--- src/hw/rtl/mst_pkg.sv ---
`timescale 1ns / 1ps

package mst_pkg;

    // Table size default
    localparam int MAX_TIMERS_DEF = 32;

    // Field widths
    localparam int OP_W       = 2;
    localparam int ID_W       = 5;
    localparam int START_W    = 24;
    localparam int INTV_W     = 24;
    localparam int ELAPSED_W  = 16;
    localparam int REM_W      = 32;
    localparam int KIND_W     = 3;
    localparam int S_DATA_W   = 72;
    localparam int M_DATA_W   = 8;

    // Width used for id and index comparisons, wide enough for a table of 64
    localparam int IDX_CMP_W  = 7;

    // Result cap per input item; the pending result is the last of them
    localparam int MAX_RESULTS = 32;
    localparam int EMIT_LIMIT  = MAX_RESULTS - 1;
    localparam int EMIT_W      = $clog2(MAX_RESULTS);

    // Operation codes
    localparam logic [OP_W-1:0] OP_TICK  = 2'd0;
    localparam logic [OP_W-1:0] OP_START = 2'd1;
    localparam logic [OP_W-1:0] OP_STOP  = 2'd2;

    // Result kinds
    localparam logic [KIND_W-1:0] K_STARTED   = 3'd0;
    localparam logic [KIND_W-1:0] K_STOPPED   = 3'd1;
    localparam logic [KIND_W-1:0] K_START_REJ = 3'd2;
    localparam logic [KIND_W-1:0] K_STOP_REJ  = 3'd3;
    localparam logic [KIND_W-1:0] K_EXPIRED   = 3'd4;
    localparam logic [KIND_W-1:0] K_IDLE_TICK = 3'd5;

    // One slot word in the slot memory
    typedef struct packed {
        logic              one_shot;
        logic [INTV_W-1:0] interval;
        logic [REM_W-1:0]  remaining;
    } slot_word_t;

    localparam int SLOT_W = $bits(slot_word_t);

    // Update unit result
    typedef struct packed {
        logic             expired;
        logic [REM_W-1:0] remaining;
    } alu_res_t;

endpackage

--- src/hw/rtl/multi_slot_software_timer.sv ---
`timescale 1ns / 1ps

// Timer table of MAX_TIMERS one-shot or periodic slots. A start or stop transfer
// passes through a command state and returns one result. A tick transfer walks
// every slot in id order, one slot per cycle while the result channel does not
// hold off a result, through a single subtract/reload unit fed by the registered
// read port of the slot memory. An expiry is kept back one step so that the
// final result of a tick carries tlast; a tick with no expiry returns one
// idle-tick result. Input tuser is the operation; input tdata packs, from bit 0:
// timer_id, start_remaining, interval_ms, one_shot, elapsed_ms. Output tdata
// packs kind, then expired_id, and tlast marks the last result of an input
// transfer. Operation code 3 is dropped without a result. The slot memory needs
// no clearing after reset; of the slot state, only the active bits are reset.
module multi_slot_software_timer
    import mst_pkg::*;
#(
    parameter int MAX_TIMERS = MAX_TIMERS_DEF
) (
    input  logic                aclk,
    input  logic                aresetn,
    input  logic                s_axis_tvalid,
    output logic                s_axis_tready,
    // timer_id, start_remaining, interval_ms, one_shot, elapsed_ms, zero fill
    input  logic [S_DATA_W-1:0] s_axis_tdata,
    // op
    input  logic [OP_W-1:0]     s_axis_tuser,
    output logic                m_axis_tvalid,
    input  logic                m_axis_tready,
    // kind, expired_id
    output logic [M_DATA_W-1:0] m_axis_tdata,
    output logic                m_axis_tlast
);

    localparam int IDX_W = $clog2(MAX_TIMERS);
    localparam logic [IDX_CMP_W-1:0] MAX_CMP  = IDX_CMP_W'(MAX_TIMERS);
    localparam logic [IDX_W-1:0]     LAST_IDX = IDX_W'(MAX_TIMERS - 1);

    typedef enum logic [2:0] {
        ST_IDLE,
        ST_CMD,
        ST_TRD,
        ST_TWALK,
        ST_TDONE
    } state_t;

    state_t                state_reg;
    logic [OP_W-1:0]       op_reg;
    logic [ID_W-1:0]       id_reg;
    logic [START_W-1:0]    start_reg;
    logic [INTV_W-1:0]     intv_reg;
    logic                  os_reg;
    logic [ELAPSED_W-1:0]  elapsed_reg;
    logic [MAX_TIMERS-1:0] active_reg;
    logic [IDX_W-1:0]      idx_reg;
    logic                  pend_valid_reg;
    logic [ID_W-1:0]       pend_id_reg;
    logic [EMIT_W-1:0]     emit_cnt_reg;
    logic                  m_valid_reg;
    logic [KIND_W-1:0]     m_kind_reg;
    logic [ID_W-1:0]       m_id_reg;
    logic                  m_last_reg;

    logic                  in_xfer;
    logic                  out_free;
    logic [IDX_CMP_W-1:0]  id_ext;
    logic                  id_ok;
    logic [IDX_W-1:0]      cmd_idx;
    logic [IDX_CMP_W-1:0]  idx_ext;
    logic                  slot_act;
    logic                  slot_exp;
    logic                  cap_hit;
    logic                  stall;
    logic                  res_load;
    logic                  mem_we;
    logic [IDX_W-1:0]      mem_waddr;
    slot_word_t            mem_wdata;
    logic                  mem_re;
    logic [IDX_W-1:0]      mem_raddr;
    slot_word_t            mem_rdata;
    alu_res_t              alu_res;

    // Storage for slot data
    mst_slot_ram #(
        .DEPTH  (MAX_TIMERS),
        .ADDR_W (IDX_W)
    ) u_ram (
        .aclk    (aclk),
        .we      (mem_we),
        .wr_addr (mem_waddr),
        .wr_data (mem_wdata),
        .rd_en   (mem_re),
        .rd_addr (mem_raddr),
        .rd_data (mem_rdata)
    );

    // Shared update unit for the tick walk
    mst_slot_alu u_alu (
        .remaining (mem_rdata.remaining),
        .elapsed   (elapsed_reg),
        .interval  (mem_rdata.interval),
        .res       (alu_res)
    );

    assign s_axis_tready = (state_reg == ST_IDLE);
    assign in_xfer       = s_axis_tvalid & s_axis_tready;
    assign out_free      = ~m_valid_reg | m_axis_tready;

    assign m_axis_tvalid = m_valid_reg;
    assign m_axis_tdata  = {m_id_reg, m_kind_reg};
    assign m_axis_tlast  = m_last_reg;

    // Decode addressed slot and walk position
    assign id_ext   = IDX_CMP_W'(id_reg);
    assign id_ok    = id_ext < MAX_CMP;
    assign cmd_idx  = id_ext[IDX_W-1:0];
    assign idx_ext  = IDX_CMP_W'(idx_reg);
    assign slot_act = active_reg[idx_reg];
    assign slot_exp = slot_act & alu_res.expired;
    assign cap_hit  = (emit_cnt_reg == EMIT_W'(EMIT_LIMIT));
    assign stall    = slot_exp & pend_valid_reg & ~cap_hit & ~out_free;

    // Load a new result into the output register
    assign res_load = ((state_reg == ST_CMD) & out_free)
                    | ((state_reg == ST_TWALK) & ~stall & slot_exp & pend_valid_reg & ~cap_hit)
                    | ((state_reg == ST_TDONE) & out_free);

    // Drive the memory ports
    always_comb begin
        mem_we    = 1'b0;
        mem_waddr = idx_reg;
        mem_wdata = '{one_shot: mem_rdata.one_shot, interval: mem_rdata.interval,
                      remaining: alu_res.remaining};
        mem_re    = 1'b0;
        mem_raddr = idx_reg + 1'b1;
        case (state_reg)
            ST_CMD: begin
                mem_waddr = cmd_idx;
                mem_wdata = '{one_shot: os_reg, interval: intv_reg,
                              remaining: REM_W'(start_reg)};
                mem_we    = (op_reg == OP_START) & id_ok & ~active_reg[cmd_idx] & out_free;
            end
            ST_TRD: begin
                mem_re    = 1'b1;
                mem_raddr = '0;
            end
            ST_TWALK: begin
                mem_we = ~stall & slot_act;
                mem_re = ~stall & (idx_reg != LAST_IDX);
            end
            default: begin
            end
        endcase
    end

    // Sequencer, slot flags and result register
    always_ff @(posedge aclk) begin
        if (!aresetn) begin
            state_reg      <= ST_IDLE;
            active_reg     <= '0;
            idx_reg        <= '0;
            pend_valid_reg <= 1'b0;
            emit_cnt_reg   <= '0;
            m_valid_reg    <= 1'b0;
        end else begin
            // Raise valid on a new result, drop it once the held one is taken
            if (res_load) begin
                m_valid_reg <= 1'b1;
            end else if (m_axis_tready) begin
                m_valid_reg <= 1'b0;
            end
            case (state_reg)
                ST_IDLE: begin
                    if (in_xfer) begin
                        op_reg      <= s_axis_tuser;
                        id_reg      <= s_axis_tdata[4:0];
                        start_reg   <= s_axis_tdata[28:5];
                        intv_reg    <= s_axis_tdata[52:29];
                        os_reg      <= s_axis_tdata[53];
                        elapsed_reg <= s_axis_tdata[69:54];
                        case (s_axis_tuser)
                            OP_TICK:  state_reg <= ST_TRD;
                            OP_START: state_reg <= ST_CMD;
                            OP_STOP:  state_reg <= ST_CMD;
                            default:  state_reg <= ST_IDLE;
                        endcase
                    end
                end
                ST_CMD: begin
                    if (out_free) begin
                        m_id_reg    <= id_reg;
                        m_last_reg  <= 1'b1;
                        if (op_reg == OP_START) begin
                            if (id_ok && !active_reg[cmd_idx]) begin
                                active_reg[cmd_idx] <= 1'b1;
                                m_kind_reg          <= K_STARTED;
                            end else begin
                                m_kind_reg <= K_START_REJ;
                            end
                        end else begin
                            if (id_ok && active_reg[cmd_idx]) begin
                                active_reg[cmd_idx] <= 1'b0;
                                m_kind_reg          <= K_STOPPED;
                            end else begin
                                m_kind_reg <= K_STOP_REJ;
                            end
                        end
                        state_reg <= ST_IDLE;
                    end
                end
                ST_TRD: begin
                    idx_reg   <= '0;
                    state_reg <= ST_TWALK;
                end
                ST_TWALK: begin
                    if (!stall) begin
                        if (slot_exp) begin
                            if (mem_rdata.one_shot) begin
                                active_reg[idx_reg] <= 1'b0;
                            end
                            // Hold the first expiry; below the cap, release the held one and keep the newest back
                            if (!pend_valid_reg) begin
                                pend_valid_reg <= 1'b1;
                                pend_id_reg    <= idx_ext[ID_W-1:0];
                            end else if (!cap_hit) begin
                                m_kind_reg   <= K_EXPIRED;
                                m_id_reg     <= pend_id_reg;
                                m_last_reg   <= 1'b0;
                                emit_cnt_reg <= emit_cnt_reg + 1'b1;
                                pend_id_reg  <= idx_ext[ID_W-1:0];
                            end
                        end
                        if (idx_reg == LAST_IDX) begin
                            state_reg <= ST_TDONE;
                        end else begin
                            idx_reg <= idx_reg + 1'b1;
                        end
                    end
                end
                ST_TDONE: begin
                    if (out_free) begin
                        m_last_reg     <= 1'b1;
                        m_kind_reg     <= pend_valid_reg ? K_EXPIRED : K_IDLE_TICK;
                        m_id_reg       <= pend_valid_reg ? pend_id_reg : '0;
                        pend_valid_reg <= 1'b0;
                        emit_cnt_reg   <= '0;
                        state_reg      <= ST_IDLE;
                    end
                end
                default: begin
                    state_reg <= ST_IDLE;
                end
            endcase
        end
    end

    // No expiry is left over once the block takes a new transfer
    a_idle_clean: assert property (@(posedge aclk) disable iff (!aresetn)
        s_axis_tready |-> (!pend_valid_reg && emit_cnt_reg == '0))
        else $error("expiry state not cleared at idle");

    // Released expiries always leave one held back for the final result
    a_emit_pend: assert property (@(posedge aclk) disable iff (!aresetn)
        (emit_cnt_reg != '0) |-> pend_valid_reg)
        else $error("expiry released without a held one");

    // Walk index stays inside the table
    a_idx_range: assert property (@(posedge aclk) disable iff (!aresetn)
        (state_reg == ST_TWALK) |-> (idx_ext < MAX_CMP))
        else $error("walk index beyond table");

    // A result is never overwritten while the channel holds it off
    a_no_overwrite: assert property (@(posedge aclk) disable iff (!aresetn)
        (m_valid_reg && !m_axis_tready && state_reg == ST_TWALK) |=>
            $stable(m_kind_reg) && $stable(m_id_reg) && $stable(m_last_reg))
        else $error("result overwritten while stalled");

endmodule

--- src/hw/rtl/mst_slot_ram.sv ---
`timescale 1ns / 1ps

module mst_slot_ram
    import mst_pkg::*;
#(
    parameter int DEPTH  = MAX_TIMERS_DEF,
    parameter int ADDR_W = $clog2(DEPTH)
) (
    input  logic              aclk,
    input  logic              we,
    input  logic [ADDR_W-1:0] wr_addr,
    input  slot_word_t        wr_data,
    input  logic              rd_en,
    input  logic [ADDR_W-1:0] rd_addr,
    output slot_word_t        rd_data
);

    slot_word_t mem [DEPTH];
    slot_word_t rd_data_reg;

    // Write port
    always_ff @(posedge aclk) begin
        if (we) begin
            mem[wr_addr] <= wr_data;
        end
    end

    // Registered read port
    always_ff @(posedge aclk) begin
        if (rd_en) begin
            rd_data_reg <= mem[rd_addr];
        end
    end

    assign rd_data = rd_data_reg;

endmodule

--- src/hw/rtl/mst_slot_alu.sv ---
`timescale 1ns / 1ps

module mst_slot_alu
    import mst_pkg::*;
(
    input  logic [REM_W-1:0]     remaining,
    input  logic [ELAPSED_W-1:0] elapsed,
    input  logic [INTV_W-1:0]    interval,
    output alu_res_t             res
);

    logic [REM_W:0]   diff;
    logic [REM_W-1:0] sat;
    logic             underflow;

    // Subtract elapsed time with one guard bit
    assign diff = {remaining[REM_W-1], remaining} - {{(REM_W+1-ELAPSED_W){1'b0}}, elapsed};

    // Clamp at the most negative value
    assign underflow = diff[REM_W] & ~diff[REM_W-1];
    assign sat       = underflow ? {1'b1, {(REM_W-1){1'b0}}} : diff[REM_W-1:0];

    // Reload with the interval on expiry
    assign res.expired   = sat[REM_W-1];
    assign res.remaining = sat[REM_W-1] ? sat + {{(REM_W-INTV_W){1'b0}}, interval} : sat;

endmodule
--- config.mk ---
export PLATFORM = sky130hd
export DESIGN_NAME = multi_slot_software_timer
export DESIGN_NICKNAME = d
export VERILOG_FILES = /design/src/hw/rtl/mst_pkg.sv /design/src/hw/rtl/multi_slot_software_timer.sv /design/src/hw/rtl/mst_slot_ram.sv /design/src/hw/rtl/mst_slot_alu.sv
export SDC_FILE = /design/constraint.sdc
export NUM_CORES = 2
export LEC_CHECK = 0
export BUFFER_PORTS_ARGS = -buffer_cell sky130_fd_sc_hd__buf_2
export CORE_ASPECT_RATIO = 1.4
export CORE_MARGIN = 2
export CORE_UTILIZATION = 37
export DETAILED_ROUTE_END_ITERATION = 7
export MAX_ROUTING_LAYER = met4
export SLEW_MARGIN = 20
export SYNTH_ARGS = -nofsm -noshare
export SYNTH_HDL_FRONTEND = slang
export SYNTH_SLANG_ARGS = --single-unit
--- constraint.sdc ---
create_clock -name aclk -period 12.6 [get_ports aclk]
set_clock_uncertainty 0.2 [all_clocks]
set_input_delay 0.63 -clock aclk [delete_from_list [all_inputs] [get_ports aclk]]
set_output_delay 0.63 -clock aclk [all_outputs]
set_load 0.01 [all_outputs]
==> impl_summary.log <==
INFO  metric status = complete, no violations
INFO  metric combined_area_of_all_synthesized_cells = 80400 um^2
INFO  metric fin_hold_ws = 0.133 ns
INFO  metric placement.io_buffers = 86
INFO  metric max_slew_headroom = 21.9%
INFO  metric antenna_violations_before_repair = 9
INFO  metric setup.worst_path.class = flip-flop to flip-flop
INFO  metric multiInputGateArea = slightly below 20000 um^2
INFO  metric setup_viol_count_final = 0
INFO  metric dr_wl_met2 = ~110000 um
INFO  metric detail_route.wl_per_cell = around 29 um
INFO  metric achievable-frequency = roughly 140 MHz
INFO  metric clockRootBuffer = sky130_fd_sc_hd__clkbuf_16
INFO  metric cts.path.max_buffers = 4
INFO  metric tritoncts_clock_tree = yes
INFO  metric final_cell_area = 91500 um^2
INFO  metric clk_pin_slew_worst_setup_hold_paths = 0.07 ns
INFO  metric starting_density_of_the_core = 37.2%
INFO  metric detail_route.vias_per_cell = between 5 and 6
INFO  metric timing.max_cap.violations = 0
INFO  metric worstSetupEndpointType = flip-flop
INFO  metric synthArstFlopShare = 0%
INFO  metric fin_crit = between 7 and 8 ns
INFO  metric r2r_setup_slack = about 5.2 ns
INFO  metric gp_congestion = 0.875
INFO  metric clk-insertion-delay-late = about 0.86 ns
INFO  metric most_used_cells_in_the_layout_excluding_fill_and_tap_cells = sky130_fd_sc_hd__edfxtp_1 (1967), sky130_fd_sc_hd__mux4_2 (358), sky130_fd_sc_hd__o21ai_0 (276)
INFO  metric h_tree_depth = 4
INFO  metric die_w = 398 um
INFO  metric dr.first_iter.drc_count = 5140
INFO  metric power_leakage = about 28 nW
INFO  metric gr-total-overflow = 0
INFO  metric route.top_layer_used = met4
INFO  metric largest_register_ff_count = between 1500 and 2000
INFO  metric area_growth = 13.8%
INFO  metric met3WireLength = 15700 um
INFO  metric drt_drc_violations_left = 0
INFO  metric timing.final.hold_violations = 0
INFO  metric synth.ff_latch_count = a little over 2000
INFO  metric max_stage_delay = between 0.7 and 0.8 ns
INFO  metric cp.arrival = 7.69 ns
INFO  metric synth.yosys.seq_area_share = roughly three quarters
INFO  metric num_vias = 44800
INFO  metric syn-instance-count = 4425
INFO  metric critical_path.startpoint_type = flip-flop
INFO  metric timing.critical_path.mode_cell = sky130_fd_sc_hd__nand2_1
INFO  metric met1_length = 90600 um
INFO  metric dpl.hpwl = 110000 um
INFO  metric synth.net_count = 4554
INFO  metric first_global_vias = 43800
INFO  metric hp-class = input port to flip-flop
INFO  metric max-vdd-ir-drop = 0.105 mV
INFO  metric number_of_pins_exceeding_their_max_slew_limit_in_the_final_report = 0
INFO  metric mostFrequentLayoutCell = sky130_fd_sc_hd__edfxtp_1
INFO  metric synth_enable_flop_cells = a little under 2000
INFO  metric seq_area = 60000 um^2
INFO  metric ys.flop_type = sky130_fd_sc_hd__edfxtp_1
INFO  metric critical_path.cell_chain = inv_1 > ha_1 > inv_1 > fa_1 > a211oi_1 > o21ai_0 > o211ai_1 > nand2_1 > nor3b_1 > o21a_1 > nor2_1 > ha_1 > nand2_1 > nor3_1 > nand3_1 > a311oi_1 > o211ai_1 > a221oi_1 > nand3b_1 > or4_1 > nand2_1
INFO  metric drt_pre_antenna_iters = 6
INFO  metric detail_route.wirelength = 221000 um
INFO  metric library_cells_used_by_synthesis = just over 70
INFO  metric global_route.usage.total = between 20% and 30%
INFO  metric grt_pass1_wl = 314000 um
INFO  metric powerDensity = approximately 160 nW/um^2
INFO  metric placement_rows = slightly above 200
INFO  metric critical-path-top-delay-family = compound AO/OA/AOI/OAI gates
INFO  metric coreArea = 216000 um^2
INFO  metric critical_path_peak_fanout = 32
INFO  metric period_share = 58.7%
INFO  metric clock_sinks = 2014
INFO  metric final_layout_size_suffix_gt1_share = between 20% and 30%
INFO  metric cp_num_buf_inv = 2
INFO  metric crit_slowest_cell = sky130_fd_sc_hd__nand2_1
INFO  metric die-height = 556 um
INFO  metric design.die.area = 221000 um^2
INFO  metric final_nets = 4720
INFO  metric cts_buffers = 191
INFO  metric ys_warn_count = 0
INFO  metric required = 12.89 ns
INFO  metric post_synth.cell_area_avg = 18.2 um^2
INFO  metric fill_cell_total_of_the_finished_layout = ~19000
INFO  metric grt_setup_unrepaired = false
INFO  metric resized_after_cts = 0
INFO  metric placed_cell_area = 84700 um^2
INFO  metric detail-route-antenna-nets = 0
INFO  metric pin_count_of_the_biggest_net_entering_global_routing = 176
INFO  metric timing.setup.tns = 0 ns
INFO  metric slew_at_the_pin_closest_to_its_max_slew_limit = between 1 and 1.5 ns
INFO  metric pin_count = 89
## path summary, 6_finish.rpt
| kind | end | cells past startpoint | start |
|---|---|---|---|
| worst min-delay path | cmd_idx[3] | 2 | s_axis_tvalid |
| worst min register to register | flip-flop | 2 | flip-flop |
| worst max register to register | u_ram.mem[21][30] | 21 | u_ram.rd_data[0] |
| worst max-delay path | u_ram.mem[21][30] | 21 | u_ram.rd_data[0] |
## layer usage
metal	vias up	track usage (%)
met3	363	2.50
met1	23800	27.1
met2	1914	32.4
li1	18800	-
met5	-	-
met4	0	5.97
## cell type report
class | instances | share of cell area, %
antenna | 7 | 0.0191
clock buffer | 230 | 5.48
clock inverter | 101 | 1.14
inverter | 32 | 0.139
multi-input combinational | 2071 | 21.4
sequential | 2014 | 65.5
tap | 2856 | 3.90
timing repair buffer | 281 | 2.42
## repair_timing
item                                   in CTS  in global routing
setup buffers                               0                  0
hold buffers                               73                  0
endpoints found under the hold margin      73                  0
setup endpoints to repair                   0                  0
## where the power goes
part           total [W]  switching, W  internal [W]
clock            0.00569       0.00245       0.00324
sequential       0.00779     0.0000324       0.00776
combinational    0.00124      0.000869      0.000371
total             0.0147       0.00335        0.0114
## per-stage QoR
| step | util [%] | instances | power, W | worst slack [ns] |
|---|---|---|---|---|
| floorplan | - | 4425 | 0.00870 | 6.09 |
| finish | 42.3 | 7592 | 0.0147 | 5.20 |
| CTS | 42.3 | 7583 | 0.0148 | 5.28 |
| global placement | 39.1 | 7178 | 0.00911 | 5.34 |
| detailed placement | 39.1 | 7179 | 0.00916 | 5.39 |
| global route | 42.3 | 7592 | 0.0152 | 4.46 |
## synth_stat cells, types with 22 or more instances
cell type                  instances  share of area [%]
sky130_fd_sc_hd__edfxtp_1       1967                 73
sky130_fd_sc_hd__mux4_2          358                 10
sky130_fd_sc_hd__o21ai_0         278                1.7
sky130_fd_sc_hd__clkbuf_1        255                1.2
sky130_fd_sc_hd__o221ai_1        231                2.5
sky130_fd_sc_hd__o22ai_1         228                1.8
sky130_fd_sc_hd__nand2_1         216                1.0
sky130_fd_sc_hd__nor2_1          149               0.70
sky130_fd_sc_hd__a21oi_1          87               0.54
sky130_fd_sc_hd__mux2_2           61               0.85
sky130_fd_sc_hd__buf_1            49               0.23
sky130_fd_sc_hd__ha_1             49               0.76
sky130_fd_sc_hd__dfxtp_1          47                1.2
sky130_fd_sc_hd__nor3_1           47               0.29
sky130_fd_sc_hd__inv_1            31               0.14
sky130_fd_sc_hd__xnor2_1          31               0.34
sky130_fd_sc_hd__a21o_1           22               0.21
## logic make-up after synthesis
family / count (synthesis) / share of synthesized area [%]
flops: 2014 / 74.6
compound gates: 1004 / 8.39
simple gates: 526 / 2.92
mux: 439 / 11.1
buf+inv: 340 / 1.60
xor+xnor: 51 / 0.555
fa+ha+maj: 51 / 0.812
## worst register-to-register path, cell delays in order, from the launching register on
cell and delay (ns):
sky130_fd_sc_hd__edfxtp_1 0.38, sky130_fd_sc_hd__inv_1 0.07, sky130_fd_sc_hd__ha_1 0.16, sky130_fd_sc_hd__inv_1 0.06, sky130_fd_sc_hd__fa_1 0.42, sky130_fd_sc_hd__a211oi_1 0.39, sky130_fd_sc_hd__o21ai_0 0.21, sky130_fd_sc_hd__o211ai_1 0.24
sky130_fd_sc_hd__nand2_1 0.30, sky130_fd_sc_hd__nor3b_1 0.26, sky130_fd_sc_hd__o21a_1 0.68, sky130_fd_sc_hd__nor2_1 0.14, sky130_fd_sc_hd__ha_1 0.39, sky130_fd_sc_hd__nand2_1 0.09, sky130_fd_sc_hd__nor3_1 0.27, sky130_fd_sc_hd__nand3_1 0.18
sky130_fd_sc_hd__a311oi_1 0.43, sky130_fd_sc_hd__o211ai_1 0.17, sky130_fd_sc_hd__a221oi_1 0.63, sky130_fd_sc_hd__nand3b_1 0.18, sky130_fd_sc_hd__or4_1 0.42, sky130_fd_sc_hd__nand2_1 0.76
Power figures use the tool's default switching activity.
